<file path="config.mk">
export PLATFORM = sky130hd
export DESIGN_NAME = lcd_mode_timing_controller_top
export DESIGN_NICKNAME = d
export VERILOG_FILES = /design/src/lmtc_pkg.sv /design/src/lmtc_in_stage.sv /design/src/lmtc_seq.sv /design/src/lcd_mode_timing_controller_top.sv
export SDC_FILE = /design/constraint.sdc
export NUM_CORES = 1
export LEC_CHECK = 0
export BUFFER_PORTS_ARGS = -buffer_cell sky130_fd_sc_hd__buf_2
export CAP_MARGIN = 5
export CORE_MARGIN = 4
export CORE_UTILIZATION = 50
export CTS_CLUSTER_DIAMETER = 120
export DETAILED_ROUTE_END_ITERATION = 12
export GPL_TIMING_DRIVEN = 1
export PLACE_DENSITY_LB_ADDON = 0.1
export SETUP_SLACK_MARGIN = 0.2
export SLEW_MARGIN = 40
export SYNTH_ARGS = -nofsm -noshare
export SYNTH_HDL_FRONTEND = slang
export SYNTH_HIERARCHICAL = 1
export SYNTH_SLANG_ARGS = --single-unit
</file>
<file path="constraint.sdc">
create_clock -name clk -period 4.1 [get_ports clk]
set_input_delay 0.41 -clock clk [delete_from_list [all_inputs] [get_ports clk]]
set_output_delay 0.41 -clock clk [all_outputs]
set_load 0.01 [all_outputs]
</file>
<file path="src/lmtc_pkg.sv">
// Shared types and timing constants for the LCD mode timing controller.
// Used by every module of the block; no dependencies.
`default_nettype none
package lmtc_pkg;

	localparam int LineDotsW  = 9;
	localparam int FrameDotsW = 17;
	localparam int LineW      = 8;

	localparam logic [LineDotsW-1:0]  DotDrawStart    = 9'd80;
	localparam logic [LineDotsW-1:0]  DotDrawEnd      = 9'd252;
	localparam logic [LineDotsW-1:0]  DotsPerLine     = 9'd456;
	localparam logic [LineW-1:0]      FirstVblankLine = 8'd144;
	localparam logic [FrameDotsW-1:0] DotsPerFrame    = 17'd70224;

	typedef enum logic [1:0] {
		MODE_HBLANK = 2'd0,
		MODE_VBLANK = 2'd1,
		MODE_OAM    = 2'd2,
		MODE_DRAW   = 2'd3
	} lmtc_mode_t;

	typedef enum logic [1:0] {
		REG_COMPARE_LINE = 2'd0,
		REG_STAT_ENABLES = 2'd1,
		REG_WINDOW_TOP   = 2'd2
	} lmtc_reg_t;

	localparam int EnHblank = 0;
	localparam int EnVblank = 1;
	localparam int EnOam    = 2;
	localparam int EnMatch  = 3;

	typedef struct packed {
		logic advance;
		logic display_enabled;
	} lmtc_tick_t;

	typedef struct packed {
		lmtc_mode_t       current_mode;
		logic [LineW-1:0] current_line;
		logic             line_match;
		logic             stat_interrupt;
		logic             vblank_interrupt;
		logic             render_line;
		logic             frame_done;
		logic             window_latched;
	} lmtc_result_t;

endpackage
`default_nettype wire

</file>
<file path="src/lmtc_in_stage.sv">
// Input register for the dot tick channel.
// Depends on lmtc_pkg.
`default_nettype none
module lmtc_in_stage
	import lmtc_pkg::*;
(
	input  wire logic       clk,
	input  wire logic       arst_n,
	input  wire logic       in_valid,
	output logic            in_stall,
	input  wire lmtc_tick_t tick,
	input  wire logic       take,
	output logic            valid_s1,
	output lmtc_tick_t      tick_s1
);

	logic load;

	assign in_stall = valid_s1 && !take;
	assign load     = in_valid && !in_stall;

	always_ff @(posedge clk or negedge arst_n) begin
		if (!arst_n) begin
			valid_s1 <= 1'b0;
		end else if (!in_stall) begin
			valid_s1 <= in_valid;
		end
	end

	always_ff @(posedge clk) begin
		if (load) begin
			tick_s1 <= tick;
		end
	end

endmodule
`default_nettype wire

</file>
<file path="src/lmtc_seq.sv">
// Mode sequencer: configuration registers, dot and line counters, status evaluation.
// Depends on lmtc_pkg.
`default_nettype none
module lmtc_seq
	import lmtc_pkg::*;
(
	input  wire logic             clk,
	input  wire logic             arst_n,
	input  wire logic             cfg_we,
	input  wire logic [1:0]       cfg_index,
	input  wire logic [LineW-1:0] cfg_data,
	input  wire logic             step,
	input  wire lmtc_tick_t       tick_s1,
	output lmtc_result_t          result
);

	logic [LineW-1:0]      compare_line_q;
	logic [3:0]            stat_enables_q;
	logic [LineW-1:0]      window_top_q;

	lmtc_mode_t            mode_q, mode_n;
	logic [LineW-1:0]      line_q, line_n, line_inc;
	logic [LineDotsW-1:0]  line_dots_q, line_dots_n, ld_inc;
	logic [FrameDotsW-1:0] frame_dots_q, frame_dots_n, fd_inc;
	logic                  prev_stat_q, window_q, match_q;
	logic                  window_n;
	logic                  eval, match, cond, edge_hit;
	logic                  vblank_p, render_p, frame_p;

	always_ff @(posedge clk or negedge arst_n) begin
		if (!arst_n) begin
			compare_line_q <= '0;
			stat_enables_q <= '0;
			window_top_q   <= '0;
		end else if (cfg_we) begin
			case (cfg_index)
				REG_COMPARE_LINE: compare_line_q <= cfg_data;
				REG_STAT_ENABLES: stat_enables_q <= cfg_data[3:0];
				REG_WINDOW_TOP:   window_top_q   <= cfg_data;
				default: ;
			endcase
		end
	end

	assign ld_inc   = line_dots_q + LineDotsW'(1);
	assign fd_inc   = frame_dots_q + FrameDotsW'(1);
	assign line_inc = line_q + LineW'(1);

	always_comb begin
		mode_n       = mode_q;
		line_n       = line_q;
		line_dots_n  = line_dots_q;
		frame_dots_n = frame_dots_q;
		window_n     = window_q;
		eval         = 1'b0;
		vblank_p     = 1'b0;
		render_p     = 1'b0;
		frame_p      = 1'b0;
		if (!tick_s1.display_enabled) begin
			line_n       = '0;
			mode_n       = MODE_HBLANK;
			line_dots_n  = '0;
			frame_dots_n = '0;
			eval         = 1'b1;
		end else if (tick_s1.advance) begin
			line_dots_n  = ld_inc;
			frame_dots_n = fd_inc;
			case (mode_q)
				MODE_OAM: begin
					if (ld_inc == DotDrawStart) begin
						mode_n = MODE_DRAW;
						eval   = 1'b1;
						if (line_q == window_top_q) begin
							window_n = 1'b1;
						end
					end
				end
				MODE_DRAW: begin
					if (ld_inc == DotDrawEnd) begin
						render_p = 1'b1;
						mode_n   = MODE_HBLANK;
						eval     = 1'b1;
					end
				end
				MODE_HBLANK: begin
					if (ld_inc == DotsPerLine) begin
						line_dots_n = '0;
						line_n      = line_inc;
						if (line_inc == FirstVblankLine) begin
							vblank_p = 1'b1;
							mode_n   = MODE_VBLANK;
						end else begin
							mode_n = MODE_OAM;
						end
						eval = 1'b1;
					end
				end
				default: begin
					if (ld_inc == DotsPerLine) begin
						window_n    = 1'b0;
						line_dots_n = '0;
						line_n      = line_inc;
						if (fd_inc == DotsPerFrame) begin
							frame_p      = 1'b1;
							frame_dots_n = '0;
							line_n       = '0;
							mode_n       = MODE_OAM;
						end
						eval = 1'b1;
					end
				end
			endcase
		end
	end

	assign match = (compare_line_q == line_n);
	assign cond  = (match && stat_enables_q[EnMatch]) ||
	               (mode_n == MODE_OAM && stat_enables_q[EnOam]) ||
	               (mode_n == MODE_VBLANK && stat_enables_q[EnVblank]) ||
	               (mode_n == MODE_HBLANK && stat_enables_q[EnHblank]);
	assign edge_hit = eval && cond && !prev_stat_q;

	always_ff @(posedge clk or negedge arst_n) begin
		if (!arst_n) begin
			mode_q       <= MODE_OAM;
			line_q       <= '0;
			line_dots_q  <= '0;
			frame_dots_q <= '0;
			prev_stat_q  <= 1'b0;
			window_q     <= 1'b0;
			match_q      <= 1'b0;
		end else if (step) begin
			mode_q       <= mode_n;
			line_q       <= line_n;
			line_dots_q  <= line_dots_n;
			frame_dots_q <= frame_dots_n;
			window_q     <= window_n;
			if (eval) begin
				prev_stat_q <= cond;
				match_q     <= match;
			end
		end
	end

	always_comb begin
		result.current_mode     = mode_n;
		result.current_line     = line_n;
		result.line_match       = eval ? match : match_q;
		result.stat_interrupt   = edge_hit;
		result.vblank_interrupt = vblank_p;
		result.render_line      = render_p;
		result.frame_done       = frame_p;
		result.window_latched   = window_n;
	end

`ifndef SYNTHESIS
	a_line_dots_bound: assert property (@(posedge clk) disable iff (!arst_n)
		line_dots_q < DotsPerLine)
		else $error("line dot count past line end");
	a_frame_wrap: assert property (@(posedge clk) disable iff (!arst_n)
		step && result.frame_done |=> mode_q == MODE_OAM && line_q == '0 &&
		frame_dots_q == '0)
		else $error("frame wrap did not restart at line 0");
	a_render_hblank: assert property (@(posedge clk) disable iff (!arst_n)
		step && result.render_line |=> mode_q == MODE_HBLANK)
		else $error("end of drawing did not enter hblank");
	a_disable_hold: assert property (@(posedge clk) disable iff (!arst_n)
		step && !tick_s1.display_enabled |=> mode_q == MODE_HBLANK && line_q == '0 &&
		line_dots_q == '0)
		else $error("disabled display not held at line 0 hblank");
`endif

endmodule
`default_nettype wire

</file>
<file path="src/lcd_mode_timing_controller_top.sv">
// LCD mode timing controller: one dot tick per beat in, one status beat out
// for every tick. A tick enters the input register, is timed by the sequencer
// once the output register can take its result, and that result is captured
// there, so a beat may be accepted every cycle while out_stall is low; each
// result is driven from the output register. The single sequencer state update
// per beat sets that rate. Configuration writes are registered and apply from
// the next status evaluation. Depends on lmtc_pkg, lmtc_in_stage and lmtc_seq.
`default_nettype none
module lcd_mode_timing_controller_top
	import lmtc_pkg::*;
(
	input  wire logic             clk,
	input  wire logic             arst_n,
	input  wire logic             cfg_we,
	input  wire logic [1:0]       cfg_index,
	input  wire logic [LineW-1:0] cfg_data,
	input  wire logic             in_valid,
	output logic                  in_stall,
	input  wire logic             advance,
	input  wire logic             display_enabled,
	output logic                  out_valid,
	input  wire logic             out_stall,
	output logic [1:0]            current_mode,
	output logic [LineW-1:0]      current_line,
	output logic                  line_match,
	output logic                  stat_interrupt,
	output logic                  vblank_interrupt,
	output logic                  render_line,
	output logic                  frame_done,
	output logic                  window_latched
);

	lmtc_tick_t   tick, tick_s1;
	lmtc_result_t result, result_s2;
	logic         valid_s1, take, step;

	assign tick.advance         = advance;
	assign tick.display_enabled = display_enabled;

	assign take = !out_valid || !out_stall;
	assign step = valid_s1 && take;

	lmtc_in_stage u_in (
		.clk      (clk),
		.arst_n   (arst_n),
		.in_valid (in_valid),
		.in_stall (in_stall),
		.tick     (tick),
		.take     (take),
		.valid_s1 (valid_s1),
		.tick_s1  (tick_s1)
	);

	lmtc_seq u_seq (
		.clk       (clk),
		.arst_n    (arst_n),
		.cfg_we    (cfg_we),
		.cfg_index (cfg_index),
		.cfg_data  (cfg_data),
		.step      (step),
		.tick_s1   (tick_s1),
		.result    (result)
	);

	always_ff @(posedge clk or negedge arst_n) begin
		if (!arst_n) begin
			out_valid <= 1'b0;
		end else if (take) begin
			out_valid <= valid_s1;
		end
	end

	always_ff @(posedge clk) begin
		if (step) begin
			result_s2 <= result;
		end
	end

	assign current_mode     = result_s2.current_mode;
	assign current_line     = result_s2.current_line;
	assign line_match       = result_s2.line_match;
	assign stat_interrupt   = result_s2.stat_interrupt;
	assign vblank_interrupt = result_s2.vblank_interrupt;
	assign render_line      = result_s2.render_line;
	assign frame_done       = result_s2.frame_done;
	assign window_latched   = result_s2.window_latched;

endmodule
`default_nettype wire

</file>
# After elaboration in Yosys (flattened, before gate mapping)
# Index checks and enable logic that the tools add are counted.
[totals]
regBits = 79
elab_cells = 113
[op_classes]
add_sub_neg = 3
n_eq_ne = 14
mux = 39
bitwise_logic = 3
reduce_logical = 32
[ops]
columns = ["cell", "count"]
rows = [
  ["$mux W17", 5],
  ["$mux W8", 5],
  ["$mux W9", 4],
  ["$add A17 B1 Y17 const B", 1],
  ["$eq A17 B17 Y1 const B", 1],
  ["$eq A8 B8 Y1", 2],
  ["$mux W2", 8],
  ["$pmux W8 S2", 1],
  ["$mux W1", 13],
  ["$reduce_and A2 Y1", 5],
  ["$add A9 B1 Y9 const B", 1],
  ["$eq A9 B7 Y1 const B", 1],
  ["$eq A9 B8 Y1 const B", 1],
  ["$eq A9 B9 Y1 const B", 1],
  ["$logic_and A1 B1 Y1", 9],
  ["$add A8 B1 Y8 const B", 1],
  ["$eq A2 B2 Y1 const B", 4],
  ["$eq A8 B8 Y1 const B", 1],
  ["$logic_not A2 Y1", 3],
  ["$pmux W2 S3", 1],
  ["$reduce_or A6 Y1", 1],
  ["$logic_not A1 Y1", 5],
  ["$eq A2 B1 Y1 const B", 2],
  ["$logic_or A1 B1 Y1", 4],
  ["7 further kinds", 11],
]

# Logic depth before layout (Yosys ltp)
# Gate-level depths: netlist of run 1.
[depth]
depth_word = 14
ltp_mapped = 15
mapped_depth_nobuf = 12

# Modules after synthesis
# Netlist of run 1, hierarchy kept.
[by_module_without_submodules]
columns = ["mod", "area_per_inst_um2", "seq_area_each_um2", "n_inst", "cells_per_inst"]
rows = [
  ["lmtc_seq", 4763.3, 1477.7, 1, 578],
  ["lcd_mode_timing_controller_top", 528.0, 505.5, 1, 20],
  ["lmtc_in_stage", 117.6, 85.1, 1, 7],
]

# Worst setup path after synthesis of run 1
# Ideal clock, no wire load.
[synth_timing]
kind = "reg-to-reg"
start = "register u_seq.line_dots_q[0]"
end = "register result_s2 (netlist bit stat_interrupt) (data pin)"
setup_slack_ns = 0.703
arrival_ns = 3.272
path_stages_with_launch = 15
n_path_buf = 3
path_cell_list = "dfrtp_1 > ha_1 > buf_4 > nand2_2 > o32a_1 > a21boi_4 > nand2_4 > buf_6 > or4b_4 > a21o_1 > a31oi_1 > nand4_1 > o41ai_2 > and3b_1 > buf_4"
[synth_between]
elab_chain_len = 13
elab_cells_between_ends = 35
cone_classes = "add/sub: 1; eq/ne: 6; mux: 18; reduce/logical: 10"
[synth_rtl]
columns = ["item", "line", "rtl"]
rows = [
  ["start: declaration", "lmtc_seq.sv:23", "logic [LineDotsW-1:0] line_dots_q, line_dots_n, ld_inc;"],
  ["start signal: assignment", "lmtc_seq.sv:135", "line_dots_q <= line_dots_n;"],
  ["$add A9 B1 Y9 (*)", "lmtc_seq.sv:45", "assign ld_inc = line_dots_q + LineDotsW'(1);"],
  ["$eq A9 B9 Y1 (tied with other cells)", "lmtc_seq.sv:86, lmtc_seq.sv:99", ""],
  ["$mux W8 (tied with other cells)", "lmtc_seq.sv:99", "if (ld_inc == DotsPerLine) begin"],
  ["$pmux W8 S2 / $pmux W2 S3 (equally long branches)", "lmtc_seq.sv:68", "case (mode_q)"],
  ["$mux W8 / $mux W2 (equally long branches)", "lmtc_seq.sv:65", "end else if (tick_s1.advance) begin"],
  ["$mux W8 / $mux W2 (equally long branches)", "lmtc_seq.sv:59", "if (!tick_s1.display_enabled) begin"],
  ["$eq A8 B8 Y1 / $eq A2 B2 Y1 (equally long branches)", "lmtc_seq.sv:116, lmtc_seq.sv:118", ""],
  ["$logic_and A1 B1 Y1 (on tied branches)", "lmtc_seq.sv:117, lmtc_seq.sv:118", ""],
  ["$logic_or A1 B1 Y1", "lmtc_seq.sv:117", "assign cond = (match && stat_enables_q[EnMatch]) ||"],
  ["$logic_or A1 B1 Y1", "lmtc_seq.sv:118", "(mode_n == MODE_OAM && stat_enables_q[EnOam]) ||"],
  ["$logic_or A1 B1 Y1", "lmtc_seq.sv:119", "(mode_n == MODE_VBLANK && stat_enables_q[EnVblank]) ||"],
  ["$logic_and A1 B1 Y1 (*) (2 in a row)", "lmtc_seq.sv:121", "assign edge_hit = eval && cond && !prev_stat_q;"],
  ["named net u_seq.edge_hit", "lmtc_seq.sv:27", "logic eval, match, cond, edge_hit;"],
  ["end signal: assignment", "lcd_mode_timing_controller_top.sv:75", "result_s2 <= result;"],
  ["end: declaration", "lcd_mode_timing_controller_top.sv:34", "lmtc_result_t result, result_s2;"],
]
# The timed path passes the listed nets; every way through them passes the cells marked *.
# A chain may end at the register's enable or synchronous reset.

==> results.txt, run 1 <==
----------------------------------------------------
[Critical path]
  CP endpoint ... stat_interrupt
  Worst EP arrival ... 3.92 ns
  Maximum fanout along the worst path ... 8
  R2r endpoint ... stat_interrupt
  R2R Path Start ... u_seq/frame_dots_q[0]
  CP max-delay cell ... dfrtp_1
  CP Class ... reg2reg
  Setup crit start kind ... flip-flop
  Critical Path Sink Type ... flip-flop
  Worst r2r path cells ... 11
  Setup slack of the worst register-to-register path ... between 0.4 and 0.5 ns
  Launch point of the worst path ... u_seq/frame_dots_q[0]
  Slowest Stage Delay on Critical Path ... roughly 0.46 ns
  Cells along the critical path ... ha_1 -> nand3_1 -> nor4_2 -> xor2_1 -> nand2_1 -> or4_4 -> and3_1 -> nor4_1 -> nand4_1 -> o41ai_2 -> and3b_1
  Required time at the worst-slack endpoint ... roughly 4.3 ns

[STA]
  Min Tclk post-route ... roughly 3.7 ns
  Peak clock frequency supported by timing ... ~0.27 GHz
  Worst rel slew slack ... 0.5220
  Setup tns final ... 0 ns
  Final number of hold-violating endpoints ... 0
  Slew at the pin closest to its max-slew limit ... 0.7122 ns
  Final setup violation count ... 0
  RSZ-0062 raised after global routing ... no
  Fin. max-slew vios ... 0
  Final critical-path share of the clock period ... 0.8967
  Clock Skew ... 0.01072 ns

[Finish]
  Number of standard cells in the final layout excluding fillers ... about 770
  Filler cell count ... 985
  Fraction of layout cells with a size suffix above 1 ... 0.1828
  Inserted Diodes ... 0
  Relative area change from synthesis to final layout ... 8.536%
  Post-route cell area ... around 5900 µm²
  Net total in the final layout ... 650

[Route]
  Pre-antenna DRT Iters ... 5
  Via/cell ratio ... around 6.5
  Total number of vias ... between 4,000 and 5,000
  Count of routing violations after the opening detailed-route iteration ... 441
  Average wire per cell in the routed design ... between 15 and 20 µm
  Number of nets with antenna violations after routing ... 0
  Wire length reported by the detailed router ... roughly 15,000 µm
  DRC violation count after routing ... 0

[Clock network]
  Number of buffers added for setup after CTS ... 0
  Clock latency at the later pin of the worst-skew pair ... roughly 0.38 ns
  Number of buffers on the longest clock path ... 2
  Number of CTS-inserted buffers ... 9
  CTS tree ... yes
  Root cell of the clock tree ... clkbuf_8
  Clock-pin slew of the registers on the worst-case setup and hold paths ... around 0.080 ns
  H-tree level count ... 3
  Number of clock sinks ... 79

[Global routing]
  Maximum number of pins on one net before global-route repair ... 48
  Wire length of the first global-routing pass ... around 26,000 µm
  Leftover overflow at the end of global routing ... 0
  Vias in the first global route ... around 4,800
  Gr usage total ... 0.2540
  Initial antenna violation count ... 0

[Floorplan]
  Die H ... about 110 µm
  Die Span X ... 112.0 µm
  Initial cell density of the core ... 0.5193
  Std cell rows ... 37
  Area of the core ... 10,420 µm²
  Total die area ... 12,550 µm²
  Number of ports placed on the die boundary ... 35

[Power and ir drop]
  Leakage power of the design ... 2.348 nW
  PnR Total Power ... roughly 1.8 mW
  Worst-case vdd ir drop ... slightly above 0.3 mV
  Power per Cell Area ... 298.2 nW/µm²

[Synthesis]
  Part of the Yosys area used for sequential elements ... 0.3824
  Number of enable flip-flop cells after synthesis ... 18
  Synth unique cells ... 84
  Post-Synthesis Mean Instance Area ... just under 9 µm²
  Post-synth design cell area ... around 5400 µm²
  Synth Warn # ... 6
  Prevailing post-synth register cell ... dfrtp_1
  Synth Instances ... roughly 600
  Number of storage elements in the synthesis netlist ... 79
  Proportion of register bits with asynchronous set or reset after synthesis ... 0.7722
  Syn nets ... 631

[Placed design]
  Number of placed cells counting well taps ... between 700 and 800
  Standard cell area after detailed placement ... approximately 5700 µm²
  Port buffer count ... 34
  Final GP Congestion ... 0.9718
  Half-perimeter wire length after placement ... ~11,000 µm

[Run status]
  Outcome ... finished, final reports clean

[Job]
  Max Cap Violations ... 0

[Hold path]
  Tightest Hold Check Type ... in2reg

----------------------------------------------------
==> critical path: cells and delay by family, from the launching register on <==
| kind | cells | cell delay (ns) |
|---|---|---|
| adders and majority gates | 1 | 0.24 |
| DFF | 1 | 0.46 |
| and+or+nand+nor | 8 | 2.07 |
| AOI/OAI and AO/OA | 1 | 0.36 |
| xor gates and xnor gates | 1 | 0.39 |
==> registers in the layout, summed over array words and instances, names as in the netlist <==
register,flops
u_seq/window_top_q,8
u_seq/frame_dots_q,17
current_line,8
u_seq/compare_line_q,8
u_in/valid_s1,1
u_seq/window_q,1
window_latched,1
u_seq/stat_enables_q,4
u_seq/mode_q,2
vblank_interrupt,1
u_seq/line_q,8
u_seq/match_q,1
u_seq/line_dots_q,9
render_line,1
stat_interrupt,1
line_match,1
current_mode,2
frame_done,1
u_in/tick_s1,2
out_valid,1
u_seq/prev_stat_q,1
==> cell type report <==
cell class                      count  area [µm²]  area share
Clock buffer                       10       148.9     0.02536
Clock inverter                      6       46.29    0.007886
Inverter                           20       75.07     0.01279
Multi-Input combinational cell    462        3054      0.5202
Sequential cell                    79        2068      0.3523
Tap cell                          136       170.2     0.02899
Timing Repair Buffer               52       307.8     0.05243
==> worst min-delay path by stage <==
stage | endpoint | from | slack [ns] | cells past startpoint
after floorplan | out_valid | arst_n | 0.11 | 0
after global placement | u_seq/line_dots_q[3] | arst_n | 0.34 | 1
after detailed placement | u_seq/line_dots_q[2] | arst_n | 0.34 | 1
after CTS | u_in/tick_s1[1] | advance | 0.19 | 1
after global routing | u_in/tick_s1[1] | advance | 0.19 | 1
final | u_in/tick_s1[1] | advance | 0.21 | 1
==> cell usage after synthesis, types with 5 or more instances <==
master | number | area, µm²
nand2_1 | 68 | 255.2
dfrtp_1 | 60 | 1501
o21ai_0 | 55 | 275.3
nor2_1 | 32 | 120.1
nand3_1 | 28 | 140.1
clkbuf_1 | 26 | 97.59
a21oi_1 | 20 | 100.1
inv_1 | 20 | 75.07
mux2_2 | 20 | 225.2
edfxtp_1 | 18 | 540.5
and3_1 | 14 | 87.58
nor3_1 | 13 | 65.06
xor2_1 | 13 | 113.9
a31oi_1 | 12 | 75.07
buf_4 | 11 | 82.58
nor4_1 | 10 | 62.56
ha_1 | 9 | 112.6
nand4_1 | 9 | 56.30
o31ai_1 | 9 | 67.56
a211oi_1 | 8 | 60.06
a22o_1 | 7 | 61.31
nand2b_1 | 7 | 43.79
a21o_1 | 6 | 45.04
and2_1 | 6 | 37.54
o22ai_1 | 6 | 37.54
o32ai_1 | 6 | 52.55
xnor2_1 | 6 | 52.55
nor3b_1 | 5 | 37.54
o41ai_1 | 5 | 43.79
==> what timing repair did <==
| action | 4_1_cts | 5_1_grt |
|---|---|---|
| gates resized for setup | 0 | 3 |
| endpoints found under the setup margin | 0 | 4 |
| endpoints found under the hold margin | 14 | 0 |
| hold buffers | 1 | 0 |
==> metal layers <==
metal  global-route usage  part of all wire  vias to the layer above
li1                     -                 -                     2308
met1               0.3700              0.45                     2407
met2               0.3769              0.44                      217
met3              0.05283             0.085                       21
met4              0.08814             0.017                        0
met5                    0                 0                        -
==> layout by cell type (no fill, tap or decap), types with 12 or more instances in the layout <==
cell,n
and3_1,14
a21oi_1,20
buf_4,17
nor2_1,32
a31oi_1,12
mux2_2,20
dfrtp_1,60
nand2_1,68
nor3_1,13
nand3_1,28
o21ai_0,55
inv_1,20
xor2_1,13
buf_2,34
edfxtp_1,18
==> where the power goes <==
part / switching, mW / internal [mW]
clock: 0.324 / 0.264
combinational: 0.131 / 0.101
sequential: 0.0641 / 0.866
total: 0.519 / 1.23
==> per-stage QoR <==
| stage | util | setup slack [ns] | hold WS (ns) |
|---|---|---|---|
| after floorplan | - | 0.7028 | 0.1144 |
| after global placement | 0.5426 | 0.4699 | 0.3360 |
| after detailed placement | 0.5426 | 0.2585 | 0.3445 |
| after CTS | 0.5623 | 0.2362 | 0.1916 |
| after global routing | 0.5636 | 0.2329 | 0.1935 |
| final | 0.5636 | 0.4236 | 0.2112 |
==> cell families (layout without fill, tap and decap cells) <==
| group | after synthesis | after routing | share of synthesized area |
|---|---|---|---|
| and+or+nand+nor | 231 | 231 | 0.2348 |
| adders and majority gates | 9 | 9 | 0.02082 |
| AOI/OAI and AO/OA | 179 | 179 | 0.2260 |
| buffers and inverters | 64 | 88 | 0.05552 |
| DFF | 79 | 79 | 0.3824 |
| muxes | 24 | 24 | 0.04973 |
| xor gates and xnor gates | 19 | 19 | 0.03077 |
No activity file was read; power rests on OpenSTA's default activity.
==> inputs of run 2 (changes only) <==
--- a/config.mk
+++ b/config.mk
@@ -8,7 +8,7 @@
 export BUFFER_PORTS_ARGS = -buffer_cell sky130_fd_sc_hd__buf_2
 export CAP_MARGIN = 5
 export CORE_MARGIN = 4
-export CORE_UTILIZATION = 50
+export CORE_UTILIZATION = 55
 export CTS_CLUSTER_DIAMETER = 120
 export DETAILED_ROUTE_END_ITERATION = 12
 export GPL_TIMING_DRIVEN = 1
==> run 2 against run 1 <==
  * Power decreased by 2.2%
  * Global-route usage up 1.1 points
  * Clock power decreased by 6.5%
  * Sequential power barely moved
  * First-iteration DRC count grew 26%
  * Register-to-register slack improved by 0.06 ns
  * Cell count fell by 1.7%
  * Core utilization increased by 5.4 points
  * Via count is 1.3% higher
  * Count of clock-buffer cells in the layout shrank 1
  * Critical path depth did not move
  * Largest power group unchanged
==> results.txt, run 2 (synthesis results as in run 1) <==
----------------------------------------------------
[Clock network]
  Clock latency at the later pin of the worst-skew pair ... 0.36 ns (-0.02 ns)
  Clock-pin slew of the registers on the worst-case setup and hold paths ... 0.10 ns (+0.02 ns)
  Number of buffers on the longest clock path ... 2 (unchanged)
  H-tree level count ... 3 (unchanged)
  CTS tree ... yes
  Root cell of the clock tree ... clkbuf_8
  Number of clock sinks ... 79 (unchanged)
  Number of buffers added for setup after CTS ... 0 (unchanged)
  Number of CTS-inserted buffers ... 9 (unchanged)

[STA]
  Worst hold slack ... 0.1097 ns (-0.1014 ns)
  Fin. max-slew vios ... 0 (unchanged)
  Final setup violation count ... 0 (unchanged)
  Final critical-path share of the clock period ... 0.8831 (-0.01356)
  Worst rel slew slack ... 0.4343 (-0.08767)
  Slew at the pin closest to its max-slew limit ... 0.8379 ns (+0.1256 ns)
  RSZ-0062 raised after global routing ... no
  Final number of hold-violating endpoints ... 0 (unchanged)
  Min Tclk post-route ... 3.621 ns (-0.05559 ns)
  Peak clock frequency supported by timing ... 0.2762 GHz (+1.5%)
  Worst path setup slack after routing ... 0.4792 ns (+0.05559 ns)
  Setup tns final ... 0 ns (unchanged)
  Clock Skew ... 0.01639 ns (+0.005676 ns)

[Finish]
  Net total in the final layout ... 644 (-0.92%)
  Post-route cell area ... 5819 µm² (-0.87%)
  Inserted Diodes ... 0 (unchanged)
  Final core area utilization ... 0.6181 (+0.05447)
  Flip-flop count of the largest register after layout ... 17 (unchanged)
  Highest-count cells in the layout ignoring fill and taps ... nand2_1, dfrtp_1, o21ai_0
  Fraction of layout cells with a size suffix above 1 ... 0.1798 (-0.003055)
  Top reg by flops ... u_seq/frame_dots_q
  Relative area change from synthesis to final layout ... 7.587%
  Number of standard cells in the final layout excluding fillers ... 752 (-1.7%)
  Top flop regs ... u_seq/frame_dots_q x17, u_seq/line_dots_q x9
  Most common cell after layout, fill and taps aside ... nand2_1

[Critical path]
  Setup crit start kind ... flip-flop
  CP Class ... reg2reg
  Worst EP arrival ... 3.86 ns (-0.06 ns)
  CP max-delay cell ... or4_4
  Required time at the worst-slack endpoint ... 4.34 ns (about the same)
  Slowest Stage Delay on Critical Path ... 0.59 ns (+0.13 ns)
  Cells along the critical path ... ha_4 -> nand2_2 -> o32a_1 -> a21boi_4 -> nand2_4 -> or4_4 -> and3_1 -> nor4_1 -> nand4_1 -> o41ai_2 -> and3b_1
  Critical Path Sink Type ... flip-flop
  Cell type group with the largest total delay on the critical path ... simple AND/OR/NAND/NOR gates
  Crit path buf inv count ... 0 (unchanged)
  Maximum fanout along the worst path ... 12 (+4)

[Hold path]
  Tightest Hold Check Type ... in2async

[Route]
  Wire length reported by the detailed router ... 14,890 µm (-2.6%)
  Number of nets with antenna violations after routing ... 0 (unchanged)
  DRC violation count after routing ... 0 (unchanged)
  Pre-antenna DRT Iters ... 5 (unchanged)
  Total number of vias ... 5,018 (+1.3%)
  Average wire per cell in the routed design ... 19.80 µm (-0.95%)
  Count of routing violations after the opening detailed-route iteration ... 557 (+26%)
  Via/cell ratio ... 6.673 (+3.1%)

[Floorplan]
  Area of the core ... 9415 µm² (-9.6%)
  Initial cell density of the core ... 0.5745 (+0.05521)
  Die H ... 107.2 µm (-4.3%)
  Total die area ... 11,490 µm² (-8.5%)
  Number of ports placed on the die boundary ... 35 (unchanged)
  Die Span X ... 107.2 µm (-4.3%)
  Std cell rows ... 35 (-5.4%)

[Global routing]
  Initial antenna violation count ... 0 (unchanged)
  Leftover overflow at the end of global routing ... 0 (unchanged)
  Wire length of the first global-routing pass ... 24,200 µm (-5.7%)
  Vias in the first global route ... 4,615 (-3.8%)
  Gr usage total ... 0.2651 (+0.01105)
  Maximum number of pins on one net before global-route repair ... 62 (+29%)

[Job]
  Max Cap Violations ... 0 (unchanged)

[Placed design]
  Dpl ws ... 0.2822 ns (+0.02369 ns)
  Port buffer count ... 34 (unchanged)
  Half-perimeter wire length after placement ... 10,660 µm (-5.0%)
  Number of placed cells counting well taps ... 736 (-1.6%)
  Final GP Congestion ... 0.9793 (+0.77%)
  Standard cell area after detailed placement ... 5609 µm² (-0.75%)

[Run status]
  Outcome ... finished, final reports clean

[Power and ir drop]
  Power per Cell Area ... 294.3 nW/µm² (-1.3%)
  Leakage power of the design ... 2.336 nW (-0.51%)
  Worst-case vdd ir drop ... 0.2154 mV (-30%)
  PnR Total Power ... 1.712 mW (-2.2%)

----------------------------------------------------
==> run 2: final timing paths <==
path,startpoint,endpoint,slack (ns),depth (start not counted)
worst min-delay path,arst_n,u_seq/line_dots_q[2],0.11,2
max in group asynchronous,arst_n,u_seq/stat_enables_q[0],3.58,2
worst max-delay path,u_seq/line_dots_q[0],stat_interrupt,0.48,11
worst min register to register,u_seq/prev_stat_q,u_seq/prev_stat_q,0.52,1
worst max register to register,u_seq/line_dots_q[0],stat_interrupt,0.48,11
min in group clk,display_enabled,u_in/tick_s1[0],0.24,1
==> run 2: metal layers <==
metal | vias up | wire, µm | GRT usage
met4 | 0 | 291 | 0.06667
met1 | 2426 | 6538 | 0.3901
li1 | 2296 | - | -
met5 | - | 0 | 0
met2 | 260 | 6714 | 0.4026
met3 | 36 | 1347 | 0.04877
==> run 2: what timing repair did <==
| action | 4_1_cts | 5_1_grt |
|---|---|---|
| gates resized for setup | 0 | 5 |
| hold buffers | 0 | 0 |
| endpoints found under the setup margin | 0 | 9 |
==> run 2: layout make-up <==
type,count,area [µm²]
Clock inverter,7,52.55
Sequential cell,79,2068
Multi-Input combinational cell,462,3074
Tap cell,129,161.4
Timing Repair Buffer,46,264.0
Fill cell,826,3596
Inverter,20,75.07
Clock buffer,9,123.9
==> run 2: power by group <==
| group | switching [mW] | leakage (nW) | internal, mW |
|---|---|---|---|
| Clock | 0.324 | 0.0948 | 0.226 |
| Sequential | 0.0649 | 0.977 | 0.866 |
| Combinational | 0.131 | 1.26 | 0.101 |
